`src/rrtq_pkg.sv`:
```
// Shared types, constants and helpers for the round-robin task queue.
// No dependencies; every other file imports this package.
package rrtq_pkg;

  localparam int MAX_TASKS = 16;
  localparam int IDX_W     = (MAX_TASKS > 1) ? $clog2(MAX_TASKS) : 1;
  localparam int LINK_W    = $clog2(MAX_TASKS + 1);
  localparam int TASK_W    = 4;
  localparam int QDEPTH    = 4;
  localparam int QPTR_W    = $clog2(QDEPTH);
  localparam int QCNT_W    = $clog2(QDEPTH + 1);

  localparam logic [LINK_W-1:0] NULL_LINK = LINK_W'(MAX_TASKS);

  // command opcodes on the port
  localparam logic [2:0] OPC_ADD     = 3'd0;
  localparam logic [2:0] OPC_REMOVE  = 3'd1;
  localparam logic [2:0] OPC_BLOCK   = 3'd2;
  localparam logic [2:0] OPC_UNBLOCK = 3'd3;
  localparam logic [2:0] OPC_PICK    = 3'd4;

  // result status codes
  localparam logic [1:0] ST_OK      = 2'd0;
  localparam logic [1:0] ST_PLACE   = 2'd1;
  localparam logic [1:0] ST_PRESENT = 2'd2;

  typedef enum logic [1:0] {
    PL_ABSENT  = 2'd0,
    PL_READY   = 2'd1,
    PL_BLOCKED = 2'd2
  } place_t;

  typedef enum logic [2:0] {
    OP_ADD,
    OP_REMOVE,
    OP_BLOCK,
    OP_UNBLOCK,
    OP_PICK,
    OP_NONE
  } op_t;

  typedef struct packed {
    logic [2:0]        opcode;
    logic [TASK_W-1:0] task_id;
  } cmd_t;

  typedef struct packed {
    logic [TASK_W-1:0] picked_task;
    logic              idle_chosen;
    logic [1:0]        status;
  } rsp_t;

  // classified word passed from the front end to the back end
  typedef struct packed {
    op_t               op;
    logic [TASK_W-1:0] task_id;
    logic              id_ok;
  } work_t;

  function automatic logic link_ok(input logic [LINK_W-1:0] l);
    return l < NULL_LINK;
  endfunction

endpackage

```
`src/rrtq_front.sv`:
```
// Front end of the task queue: takes command words and classifies them.
// Depends on rrtq_pkg; feeds rrtq_fifo.
module rrtq_front import rrtq_pkg::*; (
  input  logic  cmd_valid,
  input  cmd_t  cmd,
  output logic  cmd_stall,
  input  logic  q_full,
  output logic  q_push,
  output work_t q_word
);

  op_t op;

  always_comb begin
    case (cmd.opcode)
      OPC_ADD:     op = OP_ADD;
      OPC_REMOVE:  op = OP_REMOVE;
      OPC_BLOCK:   op = OP_BLOCK;
      OPC_UNBLOCK: op = OP_UNBLOCK;
      OPC_PICK:    op = OP_PICK;
      default:     op = OP_NONE;
    endcase
  end

  assign cmd_stall      = q_full;
  assign q_push         = cmd_valid && !q_full;
  assign q_word.op      = op;
  assign q_word.task_id = cmd.task_id;
  // ids beyond the task table count as absent
  assign q_word.id_ok   = 32'(cmd.task_id) < MAX_TASKS;

endmodule

```
`src/rrtq_fifo.sv`:
```
// Short queue of classified words between front and back end.
// Depends on rrtq_pkg for the word type and depth.
module rrtq_fifo import rrtq_pkg::*; (
  input  logic  clk,
  input  logic  rst,
  input  logic  push,
  input  work_t push_word,
  output logic  full,
  input  logic  pop,
  output work_t pop_word,
  output logic  empty
);

  work_t             slots [QDEPTH];
  logic [QPTR_W-1:0] wr_ptr;
  logic [QPTR_W-1:0] rd_ptr;
  logic [QCNT_W-1:0] count;

  assign full     = count == QCNT_W'(QDEPTH);
  assign empty    = count == '0;
  assign pop_word = slots[rd_ptr];

  always_ff @(posedge clk) begin
    if (rst) begin
      wr_ptr <= '0;
      rd_ptr <= '0;
      count  <= '0;
    end else begin
      if (push) begin
        wr_ptr <= (wr_ptr == QPTR_W'(QDEPTH - 1)) ? '0 : wr_ptr + 1'b1;
      end
      if (pop) begin
        rd_ptr <= (rd_ptr == QPTR_W'(QDEPTH - 1)) ? '0 : rd_ptr + 1'b1;
      end
      case ({push, pop})
        2'b10:   count <= count + 1'b1;
        2'b01:   count <= count - 1'b1;
        default: count <= count;
      endcase
    end
  end

  always_ff @(posedge clk) begin
    if (push) begin
      slots[wr_ptr] <= push_word;
    end
  end

endmodule

```
`src/rrtq_back.sv`:
```
// Back end of the task queue: place marks, linked ready list and result register.
// Depends on rrtq_pkg; takes words from rrtq_fifo.
module rrtq_back import rrtq_pkg::*; (
  input  logic  clk,
  input  logic  rst,
  input  logic  q_empty,
  input  work_t q_word,
  output logic  q_pop,
  output rsp_t  rsp,
  output logic  rsp_valid,
  input  logic  rsp_stall
);

  typedef enum logic [3:0] {
    S_IDLE   = 4'b0001,
    S_UNLINK = 4'b0010,
    S_APPEND = 4'b0100,
    S_DONE   = 4'b1000
  } state_t;

  state_t            state, state_next;
  logic [LINK_W-1:0] head, head_next;
  logic [LINK_W-1:0] tail, tail_next;
  logic [IDX_W-1:0]  tgt, tgt_next;
  logic              do_app, do_app_next;
  rsp_t              pend, pend_next;
  place_t            place [MAX_TASKS];

  logic              place_we;
  logic [IDX_W-1:0]  place_wa;
  place_t            place_wd;

  logic [LINK_W-1:0] next_mem [MAX_TASKS];
  logic [LINK_W-1:0] prev_mem [MAX_TASKS];
  logic              next_we, prev_we;
  logic [IDX_W-1:0]  next_wa, prev_wa, rd_addr;
  logic [LINK_W-1:0] next_wd, prev_wd;
  logic [LINK_W-1:0] next_rd, prev_rd;

  logic [IDX_W-1:0]  cur_idx;
  place_t            cur_place;
  logic [LINK_W-1:0] tgt_link, p_link, n_link;
  logic              head_ok, tail_ok, out_free;

  assign cur_idx   = IDX_W'(q_word.task_id);
  assign cur_place = q_word.id_ok ? place[cur_idx] : PL_ABSENT;
  assign tgt_link  = LINK_W'(tgt);
  assign head_ok   = link_ok(head);
  assign tail_ok   = link_ok(tail);
  assign out_free  = !rsp_valid || !rsp_stall;
  // head has no predecessor and tail no successor, whatever the stored links say
  assign p_link    = (tgt_link == head) ? NULL_LINK : prev_rd;
  assign n_link    = (tgt_link == tail) ? NULL_LINK : next_rd;

  always_comb begin
    state_next  = state;
    head_next   = head;
    tail_next   = tail;
    tgt_next    = tgt;
    do_app_next = do_app;
    pend_next   = pend;
    place_we    = 1'b0;
    place_wa    = cur_idx;
    place_wd    = PL_ABSENT;
    next_we     = 1'b0;
    next_wa     = '0;
    next_wd     = '0;
    prev_we     = 1'b0;
    prev_wa     = '0;
    prev_wd     = '0;
    rd_addr     = tgt;
    q_pop       = 1'b0;
    case (state)
      S_IDLE: begin
        if (!q_empty) begin
          q_pop       = 1'b1;
          pend_next   = '0;
          tgt_next    = cur_idx;
          rd_addr     = cur_idx;
          do_app_next = 1'b0;
          state_next  = S_DONE;
          case (q_word.op)
            OP_ADD: begin
              if (!q_word.id_ok) begin
                pend_next.status = ST_PLACE;
              end else if (cur_place != PL_ABSENT) begin
                pend_next.status = ST_PRESENT;
              end else begin
                place_we   = 1'b1;
                place_wd   = PL_READY;
                state_next = S_APPEND;
              end
            end
            OP_REMOVE: begin
              if (cur_place == PL_ABSENT) begin
                pend_next.status = ST_PLACE;
              end else begin
                place_we = 1'b1;
                place_wd = PL_ABSENT;
                if (cur_place == PL_READY) begin
                  state_next = S_UNLINK;
                end
              end
            end
            OP_BLOCK: begin
              if (cur_place != PL_READY) begin
                pend_next.status = ST_PLACE;
              end else begin
                place_we   = 1'b1;
                place_wd   = PL_BLOCKED;
                state_next = S_UNLINK;
              end
            end
            OP_UNBLOCK: begin
              if (cur_place == PL_ABSENT) begin
                pend_next.status = ST_PLACE;
              end else begin
                place_we    = 1'b1;
                place_wd    = PL_READY;
                do_app_next = 1'b1;
                state_next  = (cur_place == PL_READY) ? S_UNLINK : S_APPEND;
              end
            end
            OP_PICK: begin
              if (!head_ok) begin
                pend_next.idle_chosen = 1'b1;
              end else begin
                // rotate the head to the tail
                pend_next.picked_task = TASK_W'(head);
                tgt_next              = IDX_W'(head);
                rd_addr               = IDX_W'(head);
                do_app_next           = 1'b1;
                state_next            = S_UNLINK;
              end
            end
            default: ;
          endcase
        end
      end
      S_UNLINK: begin
        if (link_ok(p_link)) begin
          next_we = 1'b1;
          next_wa = IDX_W'(p_link);
          next_wd = n_link;
        end else begin
          head_next = n_link;
        end
        if (link_ok(n_link)) begin
          prev_we = 1'b1;
          prev_wa = IDX_W'(n_link);
          prev_wd = p_link;
        end else begin
          tail_next = p_link;
        end
        state_next = do_app ? S_APPEND : S_DONE;
      end
      S_APPEND: begin
        prev_we = 1'b1;
        prev_wa = tgt;
        prev_wd = tail;
        if (tail_ok) begin
          next_we = 1'b1;
          next_wa = IDX_W'(tail);
          next_wd = tgt_link;
        end else begin
          head_next = tgt_link;
        end
        tail_next  = tgt_link;
        state_next = S_DONE;
      end
      S_DONE: begin
        if (out_free) begin
          state_next = S_IDLE;
        end
      end
      default: state_next = S_IDLE;
    endcase
  end

  always_ff @(posedge clk) begin
    if (rst) begin
      state     <= S_IDLE;
      head      <= NULL_LINK;
      tail      <= NULL_LINK;
      rsp_valid <= 1'b0;
      for (int i = 0; i < MAX_TASKS; i++) begin
        place[i] <= PL_ABSENT;
      end
    end else begin
      state <= state_next;
      head  <= head_next;
      tail  <= tail_next;
      if (place_we) begin
        place[place_wa] <= place_wd;
      end
      if (state == S_DONE && out_free) begin
        rsp_valid <= 1'b1;
      end else if (!rsp_stall) begin
        rsp_valid <= 1'b0;
      end
    end
  end

  always_ff @(posedge clk) begin
    tgt    <= tgt_next;
    do_app <= do_app_next;
    pend   <= pend_next;
    if (state == S_DONE && out_free) begin
      rsp <= pend;
    end
  end

  // link memories: one write and one registered read each per cycle
  always_ff @(posedge clk) begin
    if (next_we) begin
      next_mem[next_wa] <= next_wd;
    end
    if (prev_we) begin
      prev_mem[prev_wa] <= prev_wd;
    end
    next_rd <= next_mem[rd_addr];
    prev_rd <= prev_mem[rd_addr];
  end

  a_head_tail_agree: assert property (@(posedge clk) disable iff (rst)
    head_ok == tail_ok)
    else $error("head and tail disagree on an empty list");

  a_append_ready: assert property (@(posedge clk) disable iff (rst)
    state == S_APPEND |-> place[tgt] == PL_READY)
    else $error("appending a task that is not marked ready");

  a_unlink_nonempty: assert property (@(posedge clk) disable iff (rst)
    state == S_UNLINK |-> head_ok)
    else $error("unlinking from an empty ready list");

  a_result_shown: assert property (@(posedge clk) disable iff (rst)
    (state == S_DONE && !rsp_valid) |=> rsp_valid)
    else $error("finished word not placed in the result register");

endmodule

```
`src/round_robin_task_queue.sv`:
```
// Round-robin task queue: front end, word queue and back end.
// A command with no list change goes from idle straight to done; an append or a single
// unlink takes one list step, and pick and unblock of a ready task unlink then append.
// The back end's sequencer takes one command at a time and writes each link memory at
// most once per step; later commands wait in the word queue. Synchronous reset clears
// place marks, head, tail, queue and rsp_valid; rsp and link memories are not cleared.
module round_robin_task_queue import rrtq_pkg::*; (
  input  logic clk,
  input  logic rst,
  input  logic cmd_valid,
  input  cmd_t cmd,
  output logic cmd_stall,
  output logic rsp_valid,
  output rsp_t rsp,
  input  logic rsp_stall
);

  logic  q_full, q_empty, q_push, q_pop;
  work_t push_word, pop_word;

  rrtq_front u_front (
    .cmd_valid (cmd_valid),
    .cmd       (cmd),
    .cmd_stall (cmd_stall),
    .q_full    (q_full),
    .q_push    (q_push),
    .q_word    (push_word)
  );

  rrtq_fifo u_fifo (
    .clk       (clk),
    .rst       (rst),
    .push      (q_push),
    .push_word (push_word),
    .full      (q_full),
    .pop       (q_pop),
    .pop_word  (pop_word),
    .empty     (q_empty)
  );

  rrtq_back u_back (
    .clk       (clk),
    .rst       (rst),
    .q_empty   (q_empty),
    .q_word    (pop_word),
    .q_pop     (q_pop),
    .rsp       (rsp),
    .rsp_valid (rsp_valid),
    .rsp_stall (rsp_stall)
  );

endmodule
```
`config.mk`:
```
export PLATFORM = sky130hd
export DESIGN_NAME = round_robin_task_queue
export DESIGN_NICKNAME = d
export VERILOG_FILES = /design/src/rrtq_pkg.sv /design/src/rrtq_front.sv /design/src/rrtq_fifo.sv /design/src/rrtq_back.sv /design/src/round_robin_task_queue.sv
export SDC_FILE = /design/constraint.sdc
export NUM_CORES = 1
export LEC_CHECK = 0
export BUFFER_PORTS_ARGS = -buffer_cell sky130_fd_sc_hd__buf_2
export CAP_MARGIN = 20
export CORE_MARGIN = 2
export CORE_UTILIZATION = 57
export CTS_BUF_LIST = sky130_fd_sc_hd__clkbuf_8
export DETAILED_ROUTE_END_ITERATION = 6
export GPL_ROUTABILITY_DRIVEN = 0
export PLACE_DENSITY = 0.73
export RECOVER_POWER = 100
export SYNTH_ARGS = -nofsm -noshare
export SYNTH_HDL_FRONTEND = slang
export SYNTH_SLANG_ARGS = --single-unit
```
`constraint.sdc`:
```
create_clock -name clk -period 4.7 [get_ports clk]
set_input_delay 0.94 -clock clk [delete_from_list [all_inputs] [get_ports clk]]
set_output_delay 0.94 -clock clk [all_outputs]
set_load 0.02 [all_outputs]
```
==> summary.md, run 1 <==
| Metric | Value |
|---|---|
| Wire length of the first global-routing pass | 40860 um |
| Via count of the first global-routing pass | 7625 |
| Maximum ir drop on the vdd rail | 0.0003173 V |
| Final setup violating endpoints | 0 |
| Setup bufs post-CTS | 0 |
| Clock slew at reported path FFs | 0.06 ns |
| Post-synthesis cell type with the largest combined area | sky130_fd_sc_hd__edfxtp_1 |
| Final #Nets | 1002 |
| Number of hold-repair buffers added at the cts stage | 0 |
| Die span in x | 147.5 um |
| Primary FF master, synth | sky130_fd_sc_hd__edfxtp_1 |
| Crit Path Class | reg -> reg |
| DR vias/cell | 6.112 |
| CORE AREA | 0.02023 mm2 |
| Number of nets produced by synthesis | 973 |
| Worst setup timing slack at the placement stage | 1.004 ns |
| Critical Path Most Common Cell | sky130_fd_sc_hd__a22oi_1 |
| Resize count post-CTS | 0 |
| Accumulated negative setup slack | 0 ns |
| Crit path required time | 5.10 ns |
| Share of the clock period used by the worst path after layout | 0.8261 |
| Number of nets with antenna violations after routing | 0 |
| Grt met1 use | 0.3358 |
| Cell at the root of the clock tree | sky130_fd_sc_hd__clkbuf_8 |
| Sequential element share of the synthesized area | 0.6661 |
| Largest fanout on the critical path | 41 |
| TritonCTS clock tree | built |
| Number of enable-type register cells in the synthesized netlist | 235 |
| Worst slew pin tran | 2.068 ns |
| Initial antenna violation count | 0 |
| Grt met3 use | 0.04938 |
| Final Hold Viols | 0 |
| Synthesis warning total | 0 |
| Setup repair after global routing missed its margin | no |
| Layout cell share with drive strength beyond 1 | 0.08661 |
| Clock sink total | 273 |
| Final HPWL DP | 16870 um |
| Critical path startpoint category | register |
| Gate power share | 0.402 |
| Relative slew margins | -0.3789 |
| Antenna diode count | 0 |
| Highest attainable clock frequency | 257.6 MHz |
| Worst Path Arrival | 4.28 ns |
| Portion of total power attributed to the clock network | 0.222 |
| Run status | finished with violations |
| Cell area after technology mapping | 0.01174 mm2 |
| Post-synthesis async set-or-reset flop share | 0 |
| Static leakage | 4.122 nW |
| Synth cell types | 61 |
| Wire length after detailed routing | 25880 um |
| Worst Slack Setup Final | 0.8176 ns |
| Global-route usage over all layers | 0.2412 |
| Main area contributors after synthesis | sky130_fd_sc_hd__edfxtp_1, sky130_fd_sc_hd__dfxtp_1, sky130_fd_sc_hd__a22oi_1 |
| Top-level port count | 20 |
| H-tree depth | 2 |
| Per-cell routed wire length | 20.12 um |
| Number of buffer cells added on primary ports | 19 |
| Family of cells with the greatest summed delay on the critical path | multiplexers |
| Clock insertion delay at the later pin of the skew report | 0.54 ns |
| Part of the total power dissipated in sequential elements | 0.377 |
| Internal power consumption | 0.004803 W |
| Max cap viols | 2 |
| Post-Synthesis Cells | 955 |
| Slowest stage cell, crit path | sky130_fd_sc_hd__mux4_2 |
| Net switching power of the design | 0.003161 W |
| Count of vias placed by the detailed router | 7860 |
| Buf+Inv Stages, Crit Path | 3 |
| Vertical extent of the die | 147.5 um |
| Buffers from clock root to sink, at most | 3 |
| Violation count after the first detailed-route iteration | 807 |
| Global routing met2 resource utilization | 0.3864 |
| Cells along the critical path | mux4_2, nor4b_4, mux2i_1, a21o_1, clkbuf_2, inv_1, buf_4, a21oi_1, a22oi_1, a22oi_1, nand2_1 |
| Count of final max-slew check failures | 61 |
| Area share of the largest cell type after synthesis | 0.6013 |
| Switching share of power | 0.3970 |
| Failing checks | capacitance limit, slew limit |
| Effective utilization at floorplan | 0.5800 |
| Type of destination of the critical path | register |
| Die ar. | 0.02175 mm2 |
| Largest stage delay on the critical path | 0.69 ns |
| Number of rows in the core area | 52 |
| Number of design rule violations left after detail routing | 0 |
| Synth Register Bits | 273 |
| Type of the worst min-delay path | reg -> reg |
| Synth-to-Final Area Change | 8.710% |
| Post-route minimum period | 3.882 ns |
| Power density normalized to cell area | 624.2 mW/mm2 |
| Most common cell after layout, fill and taps aside | sky130_fd_sc_hd__edfxtp_1 |
| Top Usage Layer GRT | met2 |
| Syn_area_per_cell | 12.29 um2 |
| Num CTS Buffers | 42 |
| Router iterations before antenna repair | 5 |
| Remaining global-route overflow | 0 |
| Top library cells by usage in the layout, fill and taps aside | sky130_fd_sc_hd__edfxtp_1, sky130_fd_sc_hd__nand2_1, sky130_fd_sc_hd__a21oi_1, sky130_fd_sc_hd__nor2_1, sky130_fd_sc_hd__a22oi_1 |
| Maximum number of pins on one net before global-route repair | 81 |
| Final setup skew | 0.02776 ns |
-- cell type report --
class                           count  area (um2)
Inverter                           17       63.81
Tap cell                          270       337.8
Clock inverter                     30       120.1
Timing Repair Buffer               36       172.7
Fill cell                        1604        7476
Clock buffer                       46       633.1
Multi-Input combinational cell    614        3613
Sequential cell                   273        7818
-- flip-flops by register name (all words and copies together), names as in the netlist, 7 cells and up, named ones only --
register         cells
u_back.next_mem     80
u_fifo.slots        28
u_back.place        32
u_back.rsp           7
u_back.pend          7
u_back.prev_mem     80
-- power groups by stage --
stage	clock network [W]	registers [W]	logic (W)
finish	0.00176	0.00300	0.00320
global route	0.00190	0.00301	0.00353
CTS	0.00179	0.00299	0.00321
detailed placement	0	0.00304	0.00320
global placement	0	0.00304	0.00316
floorplan	0	0.00297	0.00242
-- metal layers --
metal	vias to the layer above	routed length, um
met1	3797	10980
met2	343	12170
met3	66	1960
met4	0	764
li1	3654	-
met5	-	0
-- Yosys cell counts, types with 12 or more instances --
master	instances
sky130_fd_sc_hd__edfxtp_1	235
sky130_fd_sc_hd__nand2_1	134
sky130_fd_sc_hd__a21oi_1	101
sky130_fd_sc_hd__nor2_1	76
sky130_fd_sc_hd__a22oi_1	68
sky130_fd_sc_hd__dfxtp_1	38
sky130_fd_sc_hd__clkbuf_1	34
sky130_fd_sc_hd__o21ai_0	22
sky130_fd_sc_hd__mux2i_1	21
sky130_fd_sc_hd__nor3_1	21
sky130_fd_sc_hd__and3_1	19
sky130_fd_sc_hd__and2_1	17
sky130_fd_sc_hd__inv_1	15
sky130_fd_sc_hd__nand3_1	13
sky130_fd_sc_hd__a31o_2	12
-- through the flow --
| step | util | instance area, um2 | total power (W) | hold WS (ns) | instances |
|---|---|---|---|---|---|
| 2_1_floorplan | - | 11740 | 0.005383 | 0.4003 | 955 |
| 3_3_place_gp | 0.5962 | 12060 | 0.006203 | 0.4223 | 1208 |
| 3_5_place_dp | 0.5968 | 12080 | 0.006240 | 0.4204 | 1209 |
| 4_1_cts | 0.6340 | 12830 | 0.007996 | 0.4331 | 1285 |
| 5_1_grt | 0.6305 | 12760 | 0.008441 | 0.4439 | 1286 |
| 6_report | 0.6305 | 12760 | 0.007964 | 0.4325 | 1286 |
-- cells by family (layout without fill, tap and decap cells) --
logic type / count (synthesis) / in the layout / synth area share
AO/OA/AOI/OAI: 252 / 252 / 0.1368
XOR/XNOR: 10 / 10 / 0.007462
adder cells (fa/ha/maj): 7 / 7 / 0.008102
buffers and inverters: 68 / 129 / 0.02612
flip-flops: 273 / 273 / 0.6661
multiplexers: 29 / 29 / 0.03230
AND/OR/NAND/NOR: 316 / 316 / 0.1231
-- worst paths after layout --
path / startpoint / endpoint / slack [ns] / cells after the start
hold / removal: u_back.pend[1] / u_back.rsp[1] / 0.43 / 0
setup / recovery: register / u_back.next_rd[1] / 0.82 / 11
setup reg to reg: register / u_back.next_rd[1] / 0.82 / 11
hold reg to reg: u_back.pend[1] / u_back.rsp[1] / 0.43 / 0
(Power assumes the default switching activity.)
==> run 2, diff against run 1 <==
PLACE_DENSITY = 0.76   (was 0.73)
clock period = 3.4 ns   (was 4.7 ns; I/O delays follow)
==> run 2 against run 1 <==
  * The run now ends clean
  * Cell count increased by 1.7%
  * Critical path depth increased by 1
  * Clock power increased by 47%
  * Combinational power increased by 46%
  * Worst setup slack got worse by 0.65 ns
  * Non-clock buffer count increased by 21
  * Highest routed layer unchanged
==> summary.md, run 2 (synthesized netlist as in run 1, its figures left out) <==
| Metric | Value |
|---|---|
| Worst Slack Setup Final | 0.1629 ns |
| Fill cell total of the finished layout | 1517 |
| Router iterations before antenna repair | 6 |
| Post-route minimum period | 3.237 ns |
| Leading registers by flop count | u_back.next_mem: 80 flops, u_back.prev_mem: 80 flops, u_back.place: 32 flops |
| Die ar. | 0.02175 mm2 |
| Hold Path Cell Cnt | 1 |
| Worst path depth | 12 |
| DR vias/cell | 6.118 |
| Die span in x | 147.5 um |
| Top-level port count | 20 |
| Worst hold margin | 0.3878 ns |
| Worst setup timing slack at the placement stage | -0.01351 ns |
| Buf+Inv Stages, Crit Path | 4 |
| Number of cells on the worst reg-to-reg path | 12 |
| Relative slew margins | 0.3453 |
| Initial antenna violation count | 0 |
| Share of the clock period used by the worst path after layout | 0.9521 |
| Wire length after detailed routing | 26120 um |
| Count of vias placed by the detailed router | 8002 |
| Final #Nets | 1024 |
| Crit Path Class | reg -> reg |
| Synth-to-Final Area Change | 11.28% |
| Clock sink total | 273 |
| Final setup skew | 0.03259 ns |
| Type of destination of the critical path | register |
| Layout cell share with drive strength beyond 1 | 0.1243 |
| Number of rows in the core area | 52 |
| Number of design rule violations left after detail routing | 0 |
| Slowest stage cell, crit path | sky130_fd_sc_hd__mux4_2 |
| Largest fanout on the critical path | 40 |
| Effective utilization at floorplan | 0.5800 |
| H-tree depth | 2 |
| Most common cell after layout, fill and taps aside | sky130_fd_sc_hd__edfxtp_1 |
| CORE AREA | 0.02023 mm2 |
| Power density normalized to cell area | 872.4 mW/mm2 |
| Final Hold Viols | 0 |
| Via count of the first global-routing pass | 7699 |
| Antenna diode count | 0 |
| Vertical extent of the die | 147.5 um |
| Final design utilization | 0.6454 |
| Accumulated negative setup slack | 0 ns |
| Count of final max-slew check failures | 0 |
| Wire length of the first global-routing pass | 41130 um |
| Number of buffer cells added on primary ports | 19 |
| Maximum ir drop on the vdd rail | 0.0008878 V |
| Largest stage delay on the critical path | 0.65 ns |
| Final HPWL DP | 17240 um |
| Clock slew at reported path FFs | 0.06 ns |
| Cells along the critical path | buf_4, mux4_2, nor4b_4, buf_4, mux2i_1, o21ai_4, inv_2, buf_12, a21oi_1, a22oi_1, a22oi_1, nand2_1 |
| Family of cells with the greatest summed delay on the critical path | multiplexers |
| Top library cells by usage in the layout, fill and taps aside | sky130_fd_sc_hd__edfxtp_1, sky130_fd_sc_hd__nand2_1, sky130_fd_sc_hd__a21oi_1, sky130_fd_sc_hd__nor2_1, sky130_fd_sc_hd__a22oi_1 |
| Global-route usage over all layers | 0.2427 |
| Total Power Consumption | 0.01139 W |
| Number of hold-repair buffers added at the cts stage | 0 |
| Worst slew pin tran | 0.9820 ns |
| Max cap viols | 0 |
| Violation count after the first detailed-route iteration | 877 |
| Critical path startpoint category | register |
| Remaining global-route overflow | 0 |
| Per-cell routed wire length | 19.97 um |
| Number of nets with antenna violations after routing | 0 |
| Run status | finished, final reports clean |
| Worst Path Arrival | 3.72 ns |
| Cell at the root of the clock tree | sky130_fd_sc_hd__clkbuf_8 |
| Clock insertion delay at the later pin of the skew report | 0.56 ns |
| TritonCTS clock tree | built |
| Type of the worst min-delay path | in -> reg |
| Num CTS Buffers | 43 |
| Buffers from clock root to sink, at most | 3 |
| Highest attainable clock frequency | 308.9 MHz |
| Static leakage | 4.302 nW |
| Maximum number of pins on one net before global-route repair | 42 |
| Final setup violating endpoints | 0 |
| Crit path required time | 3.89 ns |
-- run 2: cell types whose count changed in the layout (fill, tap and decap cells not counted), sizes merged --
cell	delta
clkinv	+2
buf	+33
clkbuf	-14
inv	-3
clkinvlp	+2
bufinv	+2
-- run 2: where the power goes --
group	internal (W)	total, W	leakage (nW)	switching (W)
registers	0.00390	0.00413	2.18	0.000226
logic	0.00170	0.00468	1.67	0.00299
clock network	0.00135	0.00258	0.456	0.00123
-- run 2: timing repair --
action                                  CTS  global route
endpoints found under the setup margin    1            42
gates resized for setup                   0             5
setup buffers                             1             1
pin swaps                                 0             1
-- run 2: metal layers --
metal | share of wire | track usage
met1 | 0.41 | 0.3312
met2 | 0.47 | 0.3886
met3 | 0.091 | 0.05679
met4 | 0.027 | 0.08365
met5 | 0 | 0
-- run 2: layout make-up --
| cell class | count | area [um2] | area share |
|---|---|---|---|
| inverter | 17 | 63.81 | 0.004886 |
| tap | 270 | 337.8 | 0.02587 |
| multi-input combinational | 614 | 3631 | 0.2780 |
| clock inverter | 33 | 191.4 | 0.01466 |
| sequential | 273 | 7818 | 0.5986 |
| clock buffer | 44 | 605.6 | 0.04637 |
| timing repair buffer | 57 | 412.9 | 0.03162 |
-- run 2: final timing paths --
path / from / end / slack [ns]
setup / recovery: register / u_back.next_rd[0] / 0.16
setup reg to reg: register / u_back.next_rd[0] / 0.16
hold / removal: cmd[1] / u_fifo.slots[3][1] / 0.39
hold reg to reg: u_back.pend[4] / u_back.rsp[4] / 0.44
-- run 2: metrics by stage --
step                std cells  cell area (um2)
floorplan                 955            11740
global placement         1226            12210
detailed placement       1227            12220
CTS                      1305            13040
global route             1308            13060
finish                   1308            13060
==> run 3, diff against run 2 <==
ABC_AREA = 1   (was default)
==> run 3 against run 2 <==
  * Non-clock buffer count is 16 lower
  * Maximum frequency rose by 7.2%
  * Critical path depth fell by 3
  * Routed wire length decreased by 2.6%
  * Clock power is 10% higher
  * Utilization decreased by 1.1 points
  * Hold slack improved by 0.012 ns
  * Combinational power increased by 19%
  * Global-route usage decreased by 1.2 points
  * Worst setup slack better by 0.22 ns
  * Count of clock-buffer cells in the layout grew 6
==> summary.md, run 3 <==
| Metric | Value |
|---|---|
| Final Hold Viols | 0 |
| Largest stage delay on the critical path | 0.44 ns |
| Setup bufs post-CTS | 0 |
| Synthesis warning total | 0 |
| Num CTS Buffers | 43 |
| Number of enable-type register cells in the synthesized netlist | 235 |
| Final setup skew | 0.01756 ns |
| Share of the clock period used by the worst path after layout | 0.8878 |
| Worst hold margin | 0.4001 ns |
| Syn_area_per_cell | 10.10 um2 |
| Clock sink total | 273 |
| Area share of the largest cell type after synthesis | 0.5779 |
| Type of destination of the critical path | register |
| Clock insertion delay at the later pin of the skew report | 0.54 ns |
| Fill cell total of the finished layout | 1667 |
| List of most frequent post-synthesis cells | sky130_fd_sc_hd__nand2_1, sky130_fd_sc_hd__edfxtp_1, sky130_fd_sc_hd__nand3_1 |
| Top-level port count | 20 |
| Number of rows in the core area | 53 |
| Wire length after detailed routing | 25440 um |
| Post-Synthesis Cells | 1209 |
| Synth cell types | 46 |
| Maximum ir drop on the vdd rail | 0.0008219 V |
| Worst Path Arrival | 3.19 ns |
| Antenna diode count | 0 |
| Via count of the first global-routing pass | 8123 |
| Die ar. | 0.02261 mm2 |
| Cell at the root of the clock tree | sky130_fd_sc_hd__clkbuf_8 |
| Number of hold-repair buffers added at the cts stage | 0 |
| Power density normalized to cell area | 942.7 mW/mm2 |
| Buffers from clock root to sink, at most | 3 |
| Final design utilization | 0.6344 |
| Initial antenna violation count | 0 |
| Number of design rule violations left after detail routing | 0 |
| Most common cell after layout, fill and taps aside | sky130_fd_sc_hd__nand2_1 |
| Wire length of the first global-routing pass | 40870 um |
| Worst slew pin tran | 0.9615 ns |
| Buf+Inv Stages, Crit Path | 2 |
| Vertical extent of the die | 150.4 um |
| Final HPWL DP | 16720 um |
| Family of cells with the greatest summed delay on the critical path | simple AND/OR/NAND/NOR gates |
| Top library cells by usage in the layout, fill and taps aside | sky130_fd_sc_hd__nand2_1, sky130_fd_sc_hd__edfxtp_1, sky130_fd_sc_hd__nand3_1, sky130_fd_sc_hd__nor2_1, sky130_fd_sc_hd__inv_1 |
| TritonCTS clock tree | built |
| Global-route usage over all layers | 0.2303 |
| Router iterations before antenna repair | 5 |
| Cell area after technology mapping | 0.01221 mm2 |
| H-tree depth | 2 |
| Post-synthesis async set-or-reset flop share | 0 |
| Count of final max-slew check failures | 0 |
| Relative slew margins | 0.3590 |
| CORE AREA | 0.02102 mm2 |
| Highest attainable clock frequency | 331.3 MHz |
| Main area contributors after synthesis | sky130_fd_sc_hd__edfxtp_1, sky130_fd_sc_hd__nand2_1, sky130_fd_sc_hd__dfxtp_1 |
| Type of the worst min-delay path | in -> reg |
| Primary FF master, synth | sky130_fd_sc_hd__edfxtp_1 |
| Violation count after the first detailed-route iteration | 810 |
| Final #Nets | 1263 |
| Launching instance or port of the critical path | u_back.tgt[2] |
| DR vias/cell | 5.473 |
| Final setup violating endpoints | 0 |
| Layout cell share with drive strength beyond 1 | 0.09070 |
| Post-synthesis cell type with the largest combined area | sky130_fd_sc_hd__edfxtp_1 |
| Die span in x | 150.4 um |
| Leading registers by flop count | u_back.next_mem: 80 flops, u_back.prev_mem: 80 flops, u_back.place: 32 flops |
| Static leakage | 5.048 nW |
| Cell with the most instances after synthesis | sky130_fd_sc_hd__nand2_1 |
| Clock slew at reported path FFs | 0.06 ns |
| Number of buffer cells added on primary ports | 19 |
| Post-route minimum period | 3.019 ns |
| Remaining global-route overflow | 0 |
| Effective utilization at floorplan | 0.5809 |
| Max cap viols | 0 |
| Accumulated negative setup slack | 0 ns |
| Maximum number of pins on one net before global-route repair | 81 |
| Setup repair after global routing missed its margin | no |
| Count of vias placed by the detailed router | 8505 |
| Crit Path Class | reg -> reg |
| Sequential element share of the synthesized area | 0.6402 |
| Synth-to-Final Area Change | 9.212% |
| Critical path startpoint category | register |
| Largest fanout on the critical path | 10 |
| Number of nets produced by synthesis | 1227 |
| Crit path required time | 3.57 ns |
| Min-delay src | cmd[0] |
| Per-cell routed wire length | 16.37 um |
| Synth Register Bits | 273 |
| Cells along the critical path | inv_1, o21ai_0, nor4_1, o2111ai_1, nand3_1, o21ai_0, inv_1, or2_2, nor2_1 |
| Start of the worst register-to-register path | u_back.tgt[2] |
| Slowest stage cell, crit path | sky130_fd_sc_hd__o21ai_0 |
| Run status | finished, final reports clean |
| Number of nets with antenna violations after routing | 0 |
-- run 3: changes by cell type in the layout (fill, tap and decap cells not counted), moves of 21 or more --
cell / previous run / this run
sky130_fd_sc_hd__nand2_1: 134 / 440
sky130_fd_sc_hd__nand3_1: 13 / 95
sky130_fd_sc_hd__a21oi_1: 101 / 20
sky130_fd_sc_hd__a22oi_1: 68 / 1
sky130_fd_sc_hd__inv_1: 31 / 80
sky130_fd_sc_hd__buf_4: 29 / 8
sky130_fd_sc_hd__mux2i_1: 21 / 0
-- run 3: metal layers --
metal,track usage,part of all wire,vias to the layer above
met1,0.3248,0.43,3973
li1,-,-,4137
met2,0.3705,0.47,345
met5,0,0,-
met3,0.04030,0.076,50
met4,0.06557,0.020,0
-- run 3: metrics by stage --
step           instances  setup WS (ns)  instance area (um2)  power, W
5_1_grt             1554        0.08088                13340   0.01348
3_3_place_gp        1474         0.4018                12560  0.009718
6_report            1554         0.3814                13340   0.01257
4_1_cts             1553         0.3064                13450   0.01265
3_5_place_dp        1474         0.3280                12560  0.009812
2_1_floorplan       1209         0.9518                12210  0.008557
-- run 3: path summary, 6_finish.rpt --
| check | cells past startpoint | slack (ns) | end |
|---|---|---|---|
| max reg2reg | 9 | 0.38 | u_back.prev_mem[2][0] |
| max | 9 | 0.38 | u_back.prev_mem[2][0] |
| min | 1 | 0.40 | u_fifo.slots[1][0] |
| min reg2reg | 0 | 0.42 | u_back.rsp[5] |
-- run 3: cells by family after synthesis --
group | after synthesis | synth area share
AOI/OAI and AO/OA | 110 | 0.05523
adders and majority gates | 7 | 0.007788
buffers and inverters | 135 | 0.04918
and+or+nand+nor | 684 | 0.2476
DFF | 273 | 0.6402
-- run 3: what timing repair did --
item | in CTS | in global routing
gates resized for setup | 0 | 1
setup endpoints to repair | 0 | 49
hold endpoints to repair | 0 | 0
-- run 3: power breakdown --
part	total [W]	internal, W	switching (W)
registers	0.00416	0.00396	0.000193
clock network	0.00285	0.00158	0.00127
logic	0.00557	0.00170	0.00387
-- run 3: area by class of cell --
cell class,instances,area (um2),share of cell area
clock buffer,50,688.2,0.05160
clock inverter,29,209.0,0.01567
inverter,85,324.1,0.02430
timing repair buffer,41,224.0,0.01679
multi-input combinational,801,3727,0.2795
tap,275,344.1,0.02580
sequential,273,7819,0.5863
